`config.mk`:
```
export PLATFORM = sky130hd
export DESIGN_NAME = i2c_master_bit_engine_flat
export DESIGN_NICKNAME = d
export VERILOG_FILES = /design/src/rtl/i2cm_pkg.sv /design/src/rtl/i2cm_chan_if.sv /design/src/rtl/i2cm_step.sv /design/src/rtl/i2cm_out_fifo.sv /design/src/rtl/i2c_master_bit_engine.sv /design/src/flat_wrapper.sv
export SDC_FILE = /design/constraint.sdc
export NUM_CORES = 1
export LEC_CHECK = 0
export BUFFER_PORTS_ARGS = -buffer_cell sky130_fd_sc_hd__buf_2
export CELL_PAD_IN_SITES_DETAIL_PLACEMENT = 1
export CELL_PAD_IN_SITES_GLOBAL_PLACEMENT = 2
export CORE_AREA = 5 5 42 44
export DETAILED_ROUTE_END_ITERATION = 8
export DIE_AREA = 0 0 47 49
export PLACE_DENSITY_LB_ADDON = 0.1
export SLEW_MARGIN = 40
export SYNTH_ARGS = -nofsm -noshare
export SYNTH_HDL_FRONTEND = slang
export SYNTH_SLANG_ARGS = --single-unit
```
`constraint.sdc`:
```
create_clock -name clk -period 1.6 [get_ports clk]
set_input_delay 0.24 -clock clk [delete_from_list [all_inputs] [get_ports clk]]
set_output_delay 0.24 -clock clk [all_outputs]
set_load 0.01 [all_outputs]
```
`src/rtl/i2cm_pkg.sv`:
```
// ---------------------------------------------------------------------------
// i2cm_pkg
// Types, codes and phase constants of the two-wire bus master bit engine.
// ---------------------------------------------------------------------------
`timescale 1ns / 1ps
`default_nettype none

package i2cm_pkg;

  localparam int BITS_PER_BYTE = 8;

  // Phase list layout
  localparam int WR_BASE      = 3 * BITS_PER_BYTE;
  localparam int RD_BASE      = 3 + 4 * BITS_PER_BYTE;
  localparam int START_PHASES = 4;
  localparam int STOP_PHASES  = 3;
  localparam int WRITE_PHASES = WR_BASE + 4;
  localparam int READ_PHASES  = RD_BASE + 3;

  localparam logic [7:0] PHASE_TICKS_RST = 8'd5;

  // Command codes on the input channel
  localparam logic [2:0] CMD_TICK  = 3'd0;
  localparam logic [2:0] CMD_START = 3'd1;
  localparam logic [2:0] CMD_STOP  = 3'd2;
  localparam logic [2:0] CMD_WRITE = 3'd3;
  localparam logic [2:0] CMD_READ  = 3'd4;

  typedef enum logic [2:0] {
    OP_IDLE  = 3'd0,
    OP_START = 3'd1,
    OP_STOP  = 3'd2,
    OP_WRITE = 3'd3,
    OP_READ  = 3'd4
  } op_t;

  typedef struct packed {
    logic [2:0] command;
    logic [7:0] write_byte;
    logic       sda_in;
  } in_item_t;

  typedef struct packed {
    logic       scl;
    logic       sda_level;
    logic       sda_drive;
    logic       busy_res;
    logic [7:0] read_data;
    logic       read_valid;
    logic       rejected;
  } out_item_t;

  typedef logic [7:0] cfg_item_t;

  typedef struct packed {
    op_t        op;
    logic [5:0] phase;
    logic [7:0] hold;
    logic [7:0] shift;
    logic       scl;
    logic       sda;
    logic       dir;
  } engine_state_t;

endpackage

`default_nettype wire

```
`src/rtl/i2cm_chan_if.sv`:
```
// ---------------------------------------------------------------------------
// i2cm_chan_if
// Valid/ready channel carrying one payload of type T per transfer.
// ---------------------------------------------------------------------------
`timescale 1ns / 1ps
`default_nettype none

interface i2cm_chan_if #(
  parameter type T = logic
) ();
  logic valid;
  logic ready;
  T     data;

  modport source (output valid, output data, input ready);
  modport sink   (input valid, input data, output ready);
endinterface

`default_nettype wire

```
`src/rtl/i2cm_step.sv`:
```
// ---------------------------------------------------------------------------
// i2cm_step
// Next-state and result logic for one tick of the bit engine.
// ---------------------------------------------------------------------------
`timescale 1ns / 1ps
`default_nettype none

module i2cm_step (
  input  i2cm_pkg::engine_state_t state_i,
  input  i2cm_pkg::in_item_t      item_i,
  input  logic [7:0]              phase_ticks_i,
  output i2cm_pkg::engine_state_t state_o,
  output i2cm_pkg::out_item_t     result_o
);

  // p mod 3 for a 6-bit phase number: weights of 2^i mod 3 are 1,2,1,2,...
  function automatic logic [1:0] mod3(input logic [5:0] p);
    logic [3:0] s;
    s = {3'd0, p[0]} + {2'd0, p[1], 1'b0} + {3'd0, p[2]} + {2'd0, p[3], 1'b0}
      + {3'd0, p[4]} + {2'd0, p[5], 1'b0};
    if (s >= 4'd6) s = s - 4'd6;
    if (s >= 4'd3) s = s - 4'd3;
    return s[1:0];
  endfunction

  function automatic logic [5:0] phase_count(input i2cm_pkg::op_t op);
    logic [5:0] n;
    case (op)
      i2cm_pkg::OP_START: n = 6'(i2cm_pkg::START_PHASES);
      i2cm_pkg::OP_STOP:  n = 6'(i2cm_pkg::STOP_PHASES);
      i2cm_pkg::OP_WRITE: n = 6'(i2cm_pkg::WRITE_PHASES);
      i2cm_pkg::OP_READ:  n = 6'(i2cm_pkg::READ_PHASES);
      default:            n = 6'd0;
    endcase
    return n;
  endfunction

  function automatic i2cm_pkg::engine_state_t enter_phase(
    input i2cm_pkg::engine_state_t s,
    input logic [5:0]              p,
    input logic                    sda
  );
    i2cm_pkg::engine_state_t n;
    logic [5:0] pr;
    n  = s;
    pr = p - 6'd3;
    case (s.op)
      i2cm_pkg::OP_START: begin
        if (p == 6'd0) begin
          n.dir = 1'b1;
          n.scl = 1'b1;
        end else if (p == 6'd1) begin
          n.sda = 1'b1;
        end else if (p == 6'd2) begin
          n.sda = 1'b0;
        end else begin
          n.scl = 1'b0;
        end
      end
      i2cm_pkg::OP_STOP: begin
        if (p == 6'd0) begin
          n.dir = 1'b1;
          n.sda = 1'b0;
        end else if (p == 6'd1) begin
          n.scl = 1'b1;
        end else begin
          n.sda = 1'b1;
        end
      end
      i2cm_pkg::OP_WRITE: begin
        if (p < 6'(i2cm_pkg::WR_BASE)) begin
          case (mod3(p))
            2'd0: begin
              n.dir = 1'b1;
              n.sda = s.shift[7];
            end
            2'd1: n.scl = 1'b1;
            default: begin
              n.scl   = 1'b0;
              n.shift = {s.shift[6:0], 1'b0};
            end
          endcase
        end else if (p == 6'(i2cm_pkg::WR_BASE + 1)) begin
          n.dir = 1'b0;
          n.scl = 1'b1;
        end else if (p == 6'(i2cm_pkg::WR_BASE + 3)) begin
          n.scl = 1'b0;
        end
        // extra hold and ignored acknowledge sample change nothing
      end
      i2cm_pkg::OP_READ: begin
        if (p == 6'd0) begin
          n.sda = 1'b1;
        end else if (p == 6'd1) begin
          n.dir = 1'b0;
        end else if (p == 6'd2) begin
          n.scl = 1'b0;
        end else if (p < 6'(i2cm_pkg::RD_BASE)) begin
          case (pr[1:0])
            2'd0: n.scl = 1'b1;
            2'd1: n.shift = {s.shift[6:0], 1'b0};
            2'd2: n.shift = {s.shift[7:1], s.shift[0] | sda};
            default: n.scl = 1'b0;
          endcase
        end else if (p == 6'(i2cm_pkg::RD_BASE)) begin
          n.dir = 1'b1;
          n.sda = 1'b1;
        end else if (p == 6'(i2cm_pkg::RD_BASE + 1)) begin
          n.scl = 1'b1;
        end else begin
          n.scl = 1'b0;
        end
      end
      default: n = s;
    endcase
    return n;
  endfunction

  i2cm_pkg::engine_state_t st;
  logic                    request;
  logic [7:0]              reload;
  logic [5:0]              p;
  logic                    rvalid;
  logic [7:0]              rdata;
  logic                    rej;

  always_comb begin
    st      = state_i;
    request = item_i.command inside {[i2cm_pkg::CMD_START : i2cm_pkg::CMD_READ]};
    // a zero setting behaves as one tick
    reload  = (phase_ticks_i == 8'd0) ? 8'd0 : phase_ticks_i - 8'd1;
    p       = state_i.phase + 6'd1;
    rvalid  = 1'b0;
    rdata   = 8'd0;
    rej     = 1'b0;

    if (state_i.op != i2cm_pkg::OP_IDLE) begin
      rej = request;
      if (state_i.hold != 8'd0) begin
        st.hold = state_i.hold - 8'd1;
      end else if (p >= phase_count(state_i.op)) begin
        if (state_i.op == i2cm_pkg::OP_READ) begin
          rvalid = 1'b1;
          rdata  = state_i.shift;
        end
        st.op    = i2cm_pkg::OP_IDLE;
        st.phase = 6'd0;
      end else begin
        st       = enter_phase(state_i, p, item_i.sda_in);
        st.phase = p;
        st.hold  = reload;
      end
    end else if (request) begin
      st.op    = i2cm_pkg::op_t'(item_i.command);
      st.phase = 6'd0;
      if (item_i.command == i2cm_pkg::CMD_WRITE) begin
        st.shift = item_i.write_byte;
      end else if (item_i.command == i2cm_pkg::CMD_READ) begin
        st.shift = 8'd0;
      end
      st      = enter_phase(st, 6'd0, item_i.sda_in);
      st.hold = reload;
    end
  end

  assign state_o             = st;
  assign result_o.scl        = st.scl;
  assign result_o.sda_level  = st.sda;
  assign result_o.sda_drive  = st.dir;
  assign result_o.busy_res   = (st.op != i2cm_pkg::OP_IDLE);
  assign result_o.read_data  = rdata;
  assign result_o.read_valid = rvalid;
  assign result_o.rejected   = rej;

endmodule

`default_nettype wire

```
`src/rtl/i2cm_out_fifo.sv`:
```
// ---------------------------------------------------------------------------
// i2cm_out_fifo
// Two-entry result queue that decouples the engine from output stalls.
// ---------------------------------------------------------------------------
`timescale 1ns / 1ps
`default_nettype none

module i2cm_out_fifo (
  input  logic                clk,
  input  logic                rst_n,
  input  logic                push_i,
  input  i2cm_pkg::out_item_t push_data_i,
  output logic                full_o,
  i2cm_chan_if.source         out_ch
);

  i2cm_pkg::out_item_t mem_r [2];
  logic       wr_ptr_r, wr_ptr_nxt;
  logic       rd_ptr_r, rd_ptr_nxt;
  logic [1:0] count_r, count_nxt;
  logic       do_push, do_pop;

  assign full_o  = (count_r == 2'd2);
  assign do_push = push_i && !full_o;
  assign do_pop  = out_ch.valid && out_ch.ready;

  always_comb begin
    wr_ptr_nxt = do_push ? ~wr_ptr_r : wr_ptr_r;
    rd_ptr_nxt = do_pop ? ~rd_ptr_r : rd_ptr_r;
    count_nxt  = count_r;
    if (do_push && !do_pop) begin
      count_nxt = count_r + 2'd1;
    end else if (do_pop && !do_push) begin
      count_nxt = count_r - 2'd1;
    end
  end

  always_ff @(posedge clk) begin
    if (!rst_n) begin
      wr_ptr_r <= 1'b0;
      rd_ptr_r <= 1'b0;
      count_r  <= 2'd0;
    end else begin
      wr_ptr_r <= wr_ptr_nxt;
      rd_ptr_r <= rd_ptr_nxt;
      count_r  <= count_nxt;
    end
  end

  always_ff @(posedge clk) begin
    if (do_push) begin
      mem_r[wr_ptr_r] <= push_data_i;
    end
  end

  assign out_ch.valid = (count_r != 2'd0);
  assign out_ch.data  = mem_r[rd_ptr_r];

endmodule

`default_nettype wire

```
`src/rtl/i2c_master_bit_engine.sv`:
```
// ---------------------------------------------------------------------------
// i2c_master_bit_engine
// Two-wire bus master bit engine: one tick per input transfer, one result
// per tick with line levels, busy, read byte and reject flags.
// ---------------------------------------------------------------------------
// Channel  Dir  Payload                                   Transfer when
// in_ch    in   command, write_byte, sda_in               valid && ready
// out_ch   out  scl, sda_level, sda_drive, busy_res,      valid && ready
//               read_data, read_valid, rejected
// cfg_ch   in   phase_ticks (8 bit)                       valid && ready
//
// One tick per cycle while in_ch.ready is high; each result is registered in a
// two-entry output queue when its tick is taken and leaves it in order.
// in_ch.ready drops only while the output queue holds two results.
// cfg_ch.ready is always high.
// Reset (rst_n low, synchronous) sets idle, lines high, driving, 5 ticks.
// ---------------------------------------------------------------------------
`timescale 1ns / 1ps
`default_nettype none

module i2c_master_bit_engine (
  input  logic        clk,
  input  logic        rst_n,
  i2cm_chan_if.sink   in_ch,
  i2cm_chan_if.source out_ch,
  i2cm_chan_if.sink   cfg_ch
);

  i2cm_pkg::engine_state_t state_r, state_nxt;
  i2cm_pkg::out_item_t     result;
  logic [7:0]              phase_ticks_r;
  logic                    fifo_full;
  logic                    in_xfer;

  assign in_ch.ready  = !fifo_full;
  assign cfg_ch.ready = 1'b1;
  assign in_xfer      = in_ch.valid && in_ch.ready;

  i2cm_step u_step (
    .state_i       (state_r),
    .item_i        (in_ch.data),
    .phase_ticks_i (phase_ticks_r),
    .state_o       (state_nxt),
    .result_o      (result)
  );

  always_ff @(posedge clk) begin
    if (!rst_n) begin
      state_r.op    <= i2cm_pkg::OP_IDLE;
      state_r.phase <= 6'd0;
      state_r.hold  <= 8'd0;
      state_r.shift <= 8'd0;
      state_r.scl   <= 1'b1;
      state_r.sda   <= 1'b1;
      state_r.dir   <= 1'b1;
      phase_ticks_r <= i2cm_pkg::PHASE_TICKS_RST;
    end else begin
      if (in_xfer) begin
        state_r <= state_nxt;
      end
      if (cfg_ch.valid) begin
        phase_ticks_r <= cfg_ch.data;
      end
    end
  end

  i2cm_out_fifo u_out_fifo (
    .clk         (clk),
    .rst_n       (rst_n),
    .push_i      (in_xfer),
    .push_data_i (result),
    .full_o      (fifo_full),
    .out_ch      (out_ch)
  );

endmodule

`default_nettype wire

```
`src/flat_wrapper.sv`:
```
// flat-port wrapper written by rule: the top's interface ports become plain ports
module i2c_master_bit_engine_flat 
  (clk, rst_n, in_ch_valid, in_ch_data, in_ch_ready, out_ch_valid, out_ch_data, out_ch_ready, cfg_ch_valid, cfg_ch_data, cfg_ch_ready);
  i2cm_chan_if in_ch_i ();
  i2cm_chan_if out_ch_i ();
  i2cm_chan_if cfg_ch_i ();
  input  logic clk;
  input  logic rst_n;
  input wire logic [$bits(in_ch_i.valid)-1:0] in_ch_valid;
  input wire logic [$bits(in_ch_i.data)-1:0] in_ch_data;
  output wire logic [$bits(in_ch_i.ready)-1:0] in_ch_ready;
  output wire logic [$bits(out_ch_i.valid)-1:0] out_ch_valid;
  output wire logic [$bits(out_ch_i.data)-1:0] out_ch_data;
  input wire logic [$bits(out_ch_i.ready)-1:0] out_ch_ready;
  input wire logic [$bits(cfg_ch_i.valid)-1:0] cfg_ch_valid;
  input wire logic [$bits(cfg_ch_i.data)-1:0] cfg_ch_data;
  output wire logic [$bits(cfg_ch_i.ready)-1:0] cfg_ch_ready;
  assign in_ch_i.valid = in_ch_valid;
  assign in_ch_i.data = in_ch_data;
  assign in_ch_ready = in_ch_i.ready;
  assign out_ch_valid = out_ch_i.valid;
  assign out_ch_data = out_ch_i.data;
  assign out_ch_i.ready = out_ch_ready;
  assign cfg_ch_i.valid = cfg_ch_valid;
  assign cfg_ch_i.data = cfg_ch_data;
  assign cfg_ch_ready = cfg_ch_i.ready;
  i2c_master_bit_engine u_core (.clk(clk), .rst_n(rst_n), .in_ch(in_ch_i), .out_ch(out_ch_i), .cfg_ch(cfg_ch_i));
endmodule
```
==> results of run 1 <==
-- power groups by stage --
stage / registers (mW) / clock network [mW] / logic, mW
2_1_floorplan: 0.0892 / 0 / 0.131
3_3_place_gp: 0.0964 / 0 / 0.194
3_5_place_dp: 0.0948 / 0 / 0.192
4_1_cts: 0.0940 / 0.118 / 0.195
5_1_grt: 0.0959 / 0.123 / 0.220
6_report: 0.0933 / 0.109 / 0.188
-- layout make-up --
class	count	area [um^2]
Multi-Input combinational cell	13	85.08
Tap cell	16	20.02
Fill cell	186	1201
Clock buffer	3	22.52
Timing Repair Buffer	6	32.53
Sequential cell	2	40.04
-- worst max-delay path, cell delays in order, from the launching register on --
cell and delay, ns:
dfxtp_1 0.33, nand2b_1 0.16, and2_1 0.16, ha_1 0.30, or3_1 0.38, a21boi_1 0.12
-- Yosys cell counts (all sizes together) --
| cell | count | area (um^2) |
|---|---|---|
| xor2 | 1 | 8.760 |
| and2 | 2 | 12.51 |
| or2 | 1 | 6.260 |
| nand2 | 1 | 3.750 |
| o21ai | 1 | 5.000 |
| nand2b | 1 | 6.260 |
| xnor2 | 1 | 8.760 |
| or3 | 1 | 6.260 |
| buf | 2 | 15.01 |
| dfxtp | 2 | 40.04 |
| a21boi | 1 | 7.510 |
| ha | 1 | 12.51 |
| conb | 2 | 7.510 |
-- layer usage --
metal / GRT usage (%) / share of wire [%] / vias up
met5: 0 / 0 / -
met4: 5.530 / 0 / 0
met3: 2.583 / 10 / 0
met2: 4.751 / 51 / 4
met1: 3.720 / 38 / 51
li1: - / - / 63
-- logic make-up (layout without fill, tap and decap cells) --
| logic type | Yosys count | in the layout | share of synthesized area, % |
|---|---|---|---|
| AO/OA/AOI/OAI | 2 | 2 | 8.927 |
| adder cells (fa/ha/maj) | 1 | 1 | 8.927 |
| flip-flops | 2 | 2 | 28.57 |
| AND/OR/NAND/NOR | 6 | 6 | 25.00 |
| buffers and inverters | 2 | 9 | 10.71 |
| other | 2 | 2 | 5.359 |
| XOR/XNOR | 2 | 2 | 12.50 |
-- through the flow --
| stage | total power, mW | util [%] | setup WS, ns | std cells | hold WS [ns] |
|---|---|---|---|---|---|
| 2_1_floorplan | 0.2201 | - | 0.05063 | 17 | 0.3617 |
| 3_3_place_gp | 0.2909 | 12.68 | 0.06303 | 37 | 0.4679 |
| 3_5_place_dp | 0.2873 | 12.68 | 0.06627 | 37 | 0.4704 |
| 4_1_cts | 0.4070 | 14.29 | 0.05823 | 40 | 0.2378 |
| 5_1_grt | 0.4391 | 14.29 | 0.0005675 | 40 | 0.2545 |
| 6_report | 0.3902 | 14.29 | 0.09536 | 40 | 0.2413 |
-- worst min path at each step --
stage / start / cells past startpoint / end
4_1_cts: rst_n / 2 / u_core.u_out_fifo.count_r[0]
3_3_place_gp: rst_n / 2 / u_core.u_out_fifo.count_r[0]
6_report: rst_n / 2 / u_core.u_out_fifo.count_r[0]
3_5_place_dp: rst_n / 2 / u_core.u_out_fifo.count_r[0]
5_1_grt: rst_n / 2 / u_core.u_out_fifo.count_r[0]
2_1_floorplan: rst_n / 1 / u_core.u_out_fifo.count_r[0]
==> results.txt, run 1 <==
Vias in the first global route = 152
CP endpoint = u_core.u_out_fifo.count_r[1]
Number of buffers added for setup after CTS = 0
Minimum clock period = 1.505 ns
CTS tree = yes
Worst R2R Path Depth = 5
CP Class = reg2reg
Most common cell after layout, fill and taps aside = buf_2
Vias per cell = 2.950
R2R Path End = u_core.u_out_fifo.count_r[1]
Status = completed
Int Power = 259.7 uW
Data required time of the critical path = 1.75 ns
Max reg flops = 2
Port bufs = 5
Largest net degree at the start of global routing = 5
GRT overflow = 0
DR pass1 iterations = 2
Synthesis-stage register bit count = 2
Fin nets = 34
Sw power = 130.4 uW
Hold crit path type = in2reg
CP endpoint kind = flip-flop
Flop-to-flop setup slack = 0.1 ns
Mean post-synth cell area = 8.243 um^2
Worst r2r src = u_core.u_out_fifo.count_r[0]
Final setup vio count = 0
Crit start category = flip-flop
Buffer depth of the longest clock path = 2
Period utilization = 94.04%
Drt drc = 0
CTS Buf Count = 3
Cell count after synthesis = 17
Final instance area = 200.2 um^2
Clock transition at path regs = 0.03 ns
Root Buffer = clkbuf_4
WP data arrival = 1.66 ns
Clock sinks = 2
Initial antenna violation count = 0
HPWL after DPL = 260.4 um
Routed WL = 310 um
Detail Route Antenna Nets = 0
Top reg by flops = u_core.u_out_fifo.count_r
Worst Setup SP = u_core.u_out_fifo.count_r[0]
Syn. warnings = 0
Commonest cells after routing, fill and taps aside = buf_2, clkbuf_4, and2_1, conb_1, dfxtp_1
Final GP Congestion = 0.6050
PostCTS Resize Cnt = 0
Die height = 49 um
Row count = 14
Crit Path Max Fanout = 4
Layout area overhead = 42.86%
Clock Latency Late Sink = 0.22 ns
Max-Cap Viols = 0
Initial Utilization = 10.00%
Gr usage total = 4.008%
First-pass GRT wire length = 593 um
Post-synthesis sequential area ratio = 28.57%
Die Span X = 47 um
Top flop regs = u_core.u_out_fifo.count_r x2
Wire length per cell = 7.750 um
Leakage power = 0.09249 nW
Ant. Diodes = 0
Clock power frac = 27.9%
Final hold violation count = 0
Via Count = 118
RSZ-0062 raised after global routing = false
Unique masters post-synth = 13
Core ar. = 1401 um^2
Logic gate share of total power = 48.2%
Clock skew = 0.003299 ns
CTS H-tree lvls = 1
Area after DPL = 177.7 um^2
Post-route setup TNS = 0 ns
# hold bufs at CTS = 0
Register share of total power = 23.9%
Max Slew Vio Count = 0
Sw Ratio = 33.43%
Layout cell share with drive strength beyond 1 = 37.50%
Die ar. = 2303 um^2
Ports = 11
DRT iter0 DRCs = 2
Synth Cell Area = 140.1 um^2
PwrDens = 1949 nW/um^2
Max frequency = 664.6 MHz
Syn nets = 25
VDD IR max = 0.4370 mV
(Power assumes the default switching activity.)
==> inputs of run 2 (changes only) <==
--- a/config.mk
+++ b/config.mk
@@ -6,13 +6,11 @@
 export NUM_CORES = 1
 export LEC_CHECK = 0
 export BUFFER_PORTS_ARGS = -buffer_cell sky130_fd_sc_hd__buf_2
-export CELL_PAD_IN_SITES_DETAIL_PLACEMENT = 1
-export CELL_PAD_IN_SITES_GLOBAL_PLACEMENT = 2
-export CORE_AREA = 5 5 42 44
+export CORE_AREA = 2 2 39 41
 export DETAILED_ROUTE_END_ITERATION = 8
-export DIE_AREA = 0 0 47 49
-export PLACE_DENSITY_LB_ADDON = 0.1
+export DIE_AREA = 0 0 41 43
 export SLEW_MARGIN = 40
 export SYNTH_ARGS = -nofsm -noshare
 export SYNTH_HDL_FRONTEND = slang
 export SYNTH_SLANG_ARGS = --single-unit
+export TNS_END_PERCENT = 20
==> run 2 against run 1 <==
Against the previous run:
- highest routed layer unchanged
- largest cell class unchanged
- maximum frequency grew 3.5%
- power grew 5.1%
- critical path depth is the same
- critical endpoint unchanged
- non-clock buffer count is the same
==> results.txt, run 2 (same netlist as run 1, synthesis figures left out) <==
Wire length per cell = 6.900 um (-11%)
Initial Utilization = 10.13% (+0.13 points)
Final hold violation count = 0 (unchanged)
PwrDens = 1928 nW/um^2 (-1.1%)
Area after DPL = 177.7 um^2 (unchanged)
HPWL after DPL = 195.5 um (-25%)
CTS H-tree lvls = 1 (unchanged)
Final GP Congestion = 0.5398 (-11%)
Ports = 11 (unchanged)
CP delay by family, top = simple AND/OR/NAND/NOR gates
VDD IR max = 0.3155 mV (-28%)
CP endpoint kind = flip-flop
Max-Cap Viols = 0 (unchanged)
RSZ-0062 raised after global routing = false
WP data arrival = 1.61 ns (-0.05 ns)
Hold crit path type = in2reg
Data required time of the critical path = 1.75 ns (about the same)
Pwr Total = 410.1 uW (+5.1%)
Via Count = 127 (+7.6%)
DR pass1 iterations = 4 (+2)
Max frequency = 687.6 MHz (+3.5%)
Number of buffers added for setup after CTS = 0 (unchanged)
Largest stage delay, worst path = 0.36 ns (-0.02 ns)
DRT iter0 DRCs = 2 (unchanged)
Clock Latency Late Sink = 0.22 ns (about the same)
Commonest cells after routing, fill and taps aside = buf_2, clkbuf_4, and2_1, conb_1, dfxtp_1
Final setup vio count = 0 (unchanged)
First-pass GRT wire length = 420 um (-29%)
Post-route insts no fill = 40 (unchanged)
Placed Instances = 37 (unchanged)
Minimum clock period = 1.454 ns (-0.05025 ns)
Top flop regs = u_core.u_out_fifo.count_r x2
CTS tree = yes
Clock power frac = 26.7% (-1.2 points)
Vias per cell = 3.175 (+7.6%)
Detail Route Antenna Nets = 0 (unchanged)
Drt drc = 0 (unchanged)
Most common cell after layout, fill and taps aside = buf_2
Initial antenna violation count = 0 (unchanged)
Post-route setup TNS = 0 ns (unchanged)
Final instance area = 212.7 um^2 (+6.3%)
Max stage delay cell, worst path = or3_1
GRT overflow = 0 (unchanged)
Sw power = 136.6 uW (+4.7%)
Layout cell share with drive strength beyond 1 = 41.67% (+4.2 points)
Crit Path Max Fanout = 3 (-1)
Period utilization = 90.90% (-3.1 points)
CTS Buf Count = 3 (unchanged)
Max reg flops = 2 (unchanged)
Ant. Diodes = 0 (unchanged)
Gr usage total = 4.509% (+0.50 points)
Root Buffer = clkbuf_4
Register share of total power = 21.2% (-2.7 points)
Core ar. = 1384 um^2 (-1.2%)
Routed WL = 276 um (-11%)
Fin nets = 34 (unchanged)
CP Class = reg2reg
Leakage power = 0.09352 nW (+1.1%)
Port bufs = 5 (unchanged)
Die height = 43 um (-12%)
Crit start category = flip-flop
Max Slew Vio Count = 0 (unchanged)
Largest net degree at the start of global routing = 5 (unchanged)
Sw Ratio = 33.31% (-0.13 points)
Clock sinks = 2 (unchanged)
Clock transition at path regs = 0.03 ns (about the same)
Clock skew = 0.001978 ns (-0.001321 ns)
Row count = 14 (unchanged)
Top reg by flops = u_core.u_out_fifo.count_r
Logic gate share of total power = 52.1% (+3.9 points)
Vias in the first global route = 119 (-22%)
Int Power = 273.5 uW (+5.3%)
Die ar. = 1763 um^2 (-23%)
Worst-path cell chain = nand2b_1, and2_1, ha_4, or3_1, a21boi_1
Status = completed
Number of buffers and inverters on the critical path = 0 (unchanged)
Layout area overhead = 51.79%
Die Span X = 41 um (-13%)
Buffer depth of the longest clock path = 2 (unchanged)
==> run 2: timing repair <==
action,4_1_cts,5_1_grt
hold buffers,0,0
setup endpoints to repair,0,1
gates resized for setup,0,1
==> run 2: power by group through the flow <==
stage,clock (mW),combinational [mW],sequential (mW)
after CTS,0.119,0.195,0.0875
after global routing,0.125,0.242,0.0907
final,0.110,0.214,0.0868
after global placement,0,0.187,0.0864
after floorplan,0,0.131,0.0892
after detailed placement,0,0.192,0.0882
==> run 2: metrics by stage <==
step                hold slack, ns  util [%]  worst slack, ns
floorplan                   0.3617         -          0.05063
global placement            0.4579     12.84           0.1077
detailed placement          0.4737     12.84          0.08525
CTS                         0.2357     14.47          0.06747
global route                0.2407     15.37          0.03608
finish                      0.2451     15.37           0.1456
==> run 2: final cells by class <==
type                       instances  area, um^2
timing repair buffer               6       32.53
tap                               16       20.02
fill                             158        1171
clock buffer                       3       22.52
multi-input combinational         13       97.59
sequential                         2       40.04
==> run 2: final timing paths <==
check / startpoint / endpoint / slack (ns) / cells past startpoint
setup reg to reg: u_core.u_out_fifo.count_r[0] / u_core.u_out_fifo.count_r[1] / 0.15 / 5
setup / recovery: u_core.u_out_fifo.count_r[0] / u_core.u_out_fifo.count_r[1] / 0.15 / 5
hold / removal: rst_n / u_core.u_out_fifo.count_r[0] / 0.25 / 2
hold reg to reg: u_core.u_out_fifo.count_r[1] / u_core.u_out_fifo.count_r[1] / 0.50 / 2
==> run 2: routing by layer <==
metal  GRT usage (%)  share of wire, %  vias to the layer above
met3           6.283                12                        0
met5               0                 0                        -
met1           3.834                48                       55
met4           6.000                 0                        0
li1                -                 -                       64
met2           3.750                39                        8
